`config.mk`:
```
export PLATFORM = sky130hd
export DESIGN_NAME = thi_ram
export DESIGN_NICKNAME = d
export VERILOG_FILES = /design/src/thi_ram.sv
export SDC_FILE = /design/constraint.sdc
export NUM_CORES = 1
export LEC_CHECK = 0
export ABC_CLOCK_PERIOD_IN_PS = 2370
export CAP_MARGIN = 0
export CORE_MARGIN = 2
export CORE_UTILIZATION = 40
export CTS_CLUSTER_SIZE = 28
export DETAILED_ROUTE_END_ITERATION = 10
export DONT_BUFFER_PORTS = 1
export MAX_ROUTING_LAYER = met4
export SLEW_MARGIN = 20
export SYNTH_ARGS = -nofsm -noshare
export SYNTH_HDL_FRONTEND = slang
export SYNTH_SLANG_ARGS = --single-unit
export TNS_END_PERCENT = 100
```
`constraint.sdc`:
```
create_clock -name clk -period 2.37 [get_ports clk]
set_input_delay 0.237 -clock clk [delete_from_list [all_inputs] [get_ports clk]]
set_output_delay 0.237 -clock clk [all_outputs]
set_load 0.02 [all_outputs]
```
`src/thi_ram.sv`:
```
// Generic single-port-write, single-read RAM with registered read.
// No dependencies.
`default_nettype none
module thi_ram #(
  parameter int WIDTH = 8,
  parameter int DEPTH = 16
) (
  input  wire logic                     clk,
  input  wire logic                     we,
  input  wire logic [$clog2(DEPTH)-1:0] waddr,
  input  wire logic [WIDTH-1:0]         wdata,
  input  wire logic [$clog2(DEPTH)-1:0] raddr,
  output logic      [WIDTH-1:0]         rdata
);
  logic [WIDTH-1:0] mem [DEPTH];

  always_ff @(posedge clk) begin
    if (we) mem[waddr] <= wdata;
    rdata <= mem[raddr];
  end
endmodule
`default_nettype wire
```
; ---- Word level (Yosys, flattened, before mapping)
; Memory sizes are Yosys's and may differ from the RTL's. A register that Yosys moved wholly into a read port is not among the register bits.
; Cells that the tools add are included.
; W data, S select, Z words.
[totals]
romBits = 0
ramBits = 128
latch_bits = 0
out_inout_bits = 8
memories = 1
elab_cells = 3
ff_bits = 0
[mem_list]
columns = memory, depth, word_bits, rd, rd_ports_with_merged_regs, write_ports, line
row1 = mem, 16, 8, 1, 1, 1, 15  ; logic [WIDTH-1:0] mem [DEPTH];
[classes]
n_addsub = 0
n_lt_le_gt_ge = 0
bitwise_logic = 0
reduce_logical = 0
eq_ne = 0
div_mod_pow = 0
shifts = 0
n_mux = 2
n_mul = 0
[op_table]
columns = op, count
row1 = $mux W1, 2

; ---- Logic depth before layout (Yosys ltp)
[logic_depth]
depth_word = 2
mapped_depth = 5
ltp_nobuf = 3

; ---- Worst setup path before layout
; Ideal clock, no wire load.
[synth_timing]
path_type = input-to-reg
start = in waddr[2]
end = mem mem[0][0] (enable)
path_buffers = 0
arrival_time_ns = 1.347
stages = 2
setup_slack_ns = 0.640
setup_ns = 0.383
required_time_ns = 1.987
path_cell_list = or3b_2 nor3_1
[synth_lines]
columns = element, line
row1 = from (decl), 10  ; input wire logic [$clog2(DEPTH)-1:0] waddr,
row2 = to (decl), 15
; No word-level cell before the write port.

==> results.cfg <==
[status]
status = finished, final reports clean

[drt]
ant_nets = 0
wl_per_cell_um = 23.00
viasPerCell = 5.319
drtIter0Drc = 191
wl_um = 10170
drc = 0
vias = 2351
firstDrtPassIters = 4

[floorplan]
io_pins = 26
core-area_mm2 = 0.01257
die_x_um = 117.4
die_area_mm2 = 0.01379
fp.dieH_um = 117.4
num_rows = 41
start_util_pct = 40.96

[layout]
drive_above_1_share_pct = 21.64
syn_to_final_growth_pct = 17.43
multi_input_area_mm2 = 0.001057
final-seq-area_mm2 = 0.004004
fillCellCount = 1055
nets = 274
final_util_pct = 48.09

[clock_tree]
cts_tree = done
insertion_delay_ns = 0.41
htree_levels = 4
clockBufferDepth = 2
cts_resized = 0
cts_sinks = 136
cts_made_buffers = 17
clock-root-buffer = clkbuf_16
cts.clk_slew.worst_paths_ns = 0.06

[global_routing]
grt_pass1_wl_um = 15240
grt_max_degree = 33
grt.overflow.total = 0
grt_pass1_vias = 2370
grt_usage_pct = 16.21
antenna_found_initial = 2

[power_and_ir_drop]
p_per_area_mw_per_mm2 = 926.2
p_clk_share_pct = 47.9
p_sw_w = 0.001080
ir_drop_mv = 0.7516
sw_frac_of_total_pct = 19.29
intPower_w = 0.004519
p_comb_share_pct = 3.4
seqPwrFrac_pct = 48.8
p_leak_nw = 1.970

[logic_synthesis]
ys_seq_elements = 136
avgSynthCellArea_um2 = 22.48
syn_nets = 247
synthDominantCellAreaShare_pct = 74.67
ys_seq_area_share_pct = 77.78
synth_area_leader_cell = edfxtp_1
synth_area_leaders = edfxtp_1 75%, mux4_2 7.9%, mux4_1 7.1%
synthDistinctLibCells = 19
synth_cells = 229
yosys_warnings = 0
syn_area_mm2 = 0.005147

[timing]
post-route-period-util_pct = 60.69
layout_min_cycle_time_ns = 1.438
drv_slew = 0
finalSetupViolCount = 0
final.setup.tns_ns = 0
worst_slew_pin_slew_ns = 0.8325
grt_setup_unrepaired = false
hold_viol = 0
finClkSkew_ns = 0.005555
max_freq_mhz = 695.2
slew_headroom_pct = 44.30

[critical_path]
critPathArrivalTime_ns = 1.72
end_kind = flop
start_kind = flop
cp_max_fo = 1
critical_path_required_ns = 2.65
crit_type = reg -> reg

[place]
gp_congestion = 0.7357
port_buffers = 0
hpwlAfterDp_um = 6141

[job]
maxCapViolations = 0

[worst_hold_path]
hold_class = in -> reg
worst max-delay path, stage by stage, from the launching register on:
cell	delay, ns
edfxtp_1	0.36
mux4_2	0.47
a22oi_1	0.37
nand2_1	0.11
logic make-up (layout without fill, tap and decap cells):
group           count (synthesis)  after routing  share of synthesized area [%]
simple gates                   35             35                          3.184
buf+inv                        10             49                          1.677
flops                         136            136                          77.78
other cells                     0              2                              0
mux                            32             32                          15.02
compound gates                 16             16                          2.334
final timing paths:
check	slack [ns]	endpoint	startpoint	cells past startpoint
worst max-delay path	0.93	rdata[7]	mem[1][7]	3
worst min-delay path	0.14	rdata[1]	raddr[1]	3
worst max register to register	0.93	rdata[7]	mem[1][7]	3
worst min register to register	0.67	rdata[1]	mem[14][1]	3
registers in the layout (all words and copies together) (netlist names):
signal,count
rdata,8
mem,128
cell usage after synthesis:
cell	number
a22oi_1	16
and2_1	1
and2b_1	1
buf_2	3
buf_4	1
buf_6	3
clkdlybuf4s25_2	3
dfxtp_1	8
edfxtp_1	128
mux4_1	14
mux4_2	18
nand2_1	9
nand2b_1	2
nand3_1	1
nand3b_1	2
nor2_1	13
nor2b_1	1
nor3_1	4
or3b_2	1
power groups by stage:
stage          logic, W  clock network, W  registers [W]
2_1_floorplan  0.000136                 0        0.00277
3_3_place_gp   0.000148                 0        0.00278
3_5_place_dp   0.000148                 0        0.00278
4_1_cts        0.000193           0.00273        0.00273
5_1_grt        0.000203           0.00282        0.00273
6_report       0.000188           0.00268        0.00273
per-layer routing:
| metal | wire length, um | vias up | GRT usage, % |
|---|---|---|---|
| li1 | - | 1031 | - |
| met4 | 176 | 0 | 6.551 |
| met5 | 0 | - | - |
| met1 | 4356 | 1239 | 21.50 |
| met2 | 5052 | 62 | 23.76 |
| met3 | 583 | 19 | 4.669 |
per-stage QoR:
step / worst slack (ns) / hold WS (ns) / area, um2 / cells / total power, W
6_report: 0.9316 / 0.1411 / 6045 / 442 / 0.005598
5_1_grt: 0.8685 / 0.1271 / 6045 / 442 / 0.005757
4_1_cts: 0.9331 / 0.1174 / 6040 / 440 / 0.005655
3_5_place_dp: 0.8289 / 0.3367 / 5351 / 401 / 0.002928
3_3_place_gp: 0.8360 / 0.3367 / 5351 / 401 / 0.002927
2_1_floorplan: 0.6401 / 0.3359 / 5147 / 229 / 0.002907
layout make-up:
type	instances	share of cell area (%)
clock inverter	14	3.022
clock buffer	17	7.038
timing repair buffer	18	2.567
sequential	136	66.24
antenna	2	0.08280
tap	172	3.560
multi-input combinational	83	17.49
cell usage in the layout, fill, tap and decap left out, types with 3 or more instances in the layout:
| cell type | Yosys | layout |
|---|---|---|
| buf_4 | 1 | 10 |
| dlygate4sd3_1 | 0 | 8 |
| a22oi_1 | 16 | 16 |
| mux4_1 | 14 | 14 |
| clkinv_2 | 0 | 3 |
| nor3_1 | 4 | 4 |
| bufinv_16 | 0 | 4 |
| clkbuf_16 | 0 | 17 |
| mux4_2 | 18 | 18 |
| dfxtp_1 | 8 | 8 |
| clkinvlp_4 | 0 | 3 |
| edfxtp_1 | 128 | 128 |
| nand2_1 | 9 | 9 |
| nor2_1 | 13 | 13 |
timing repair:
item | CTS | global route
hold buffers | 8 | 0
setup buffers | 0 | 0
hold endpoints to repair | 128 | 0
(Power assumes the default switching activity.)
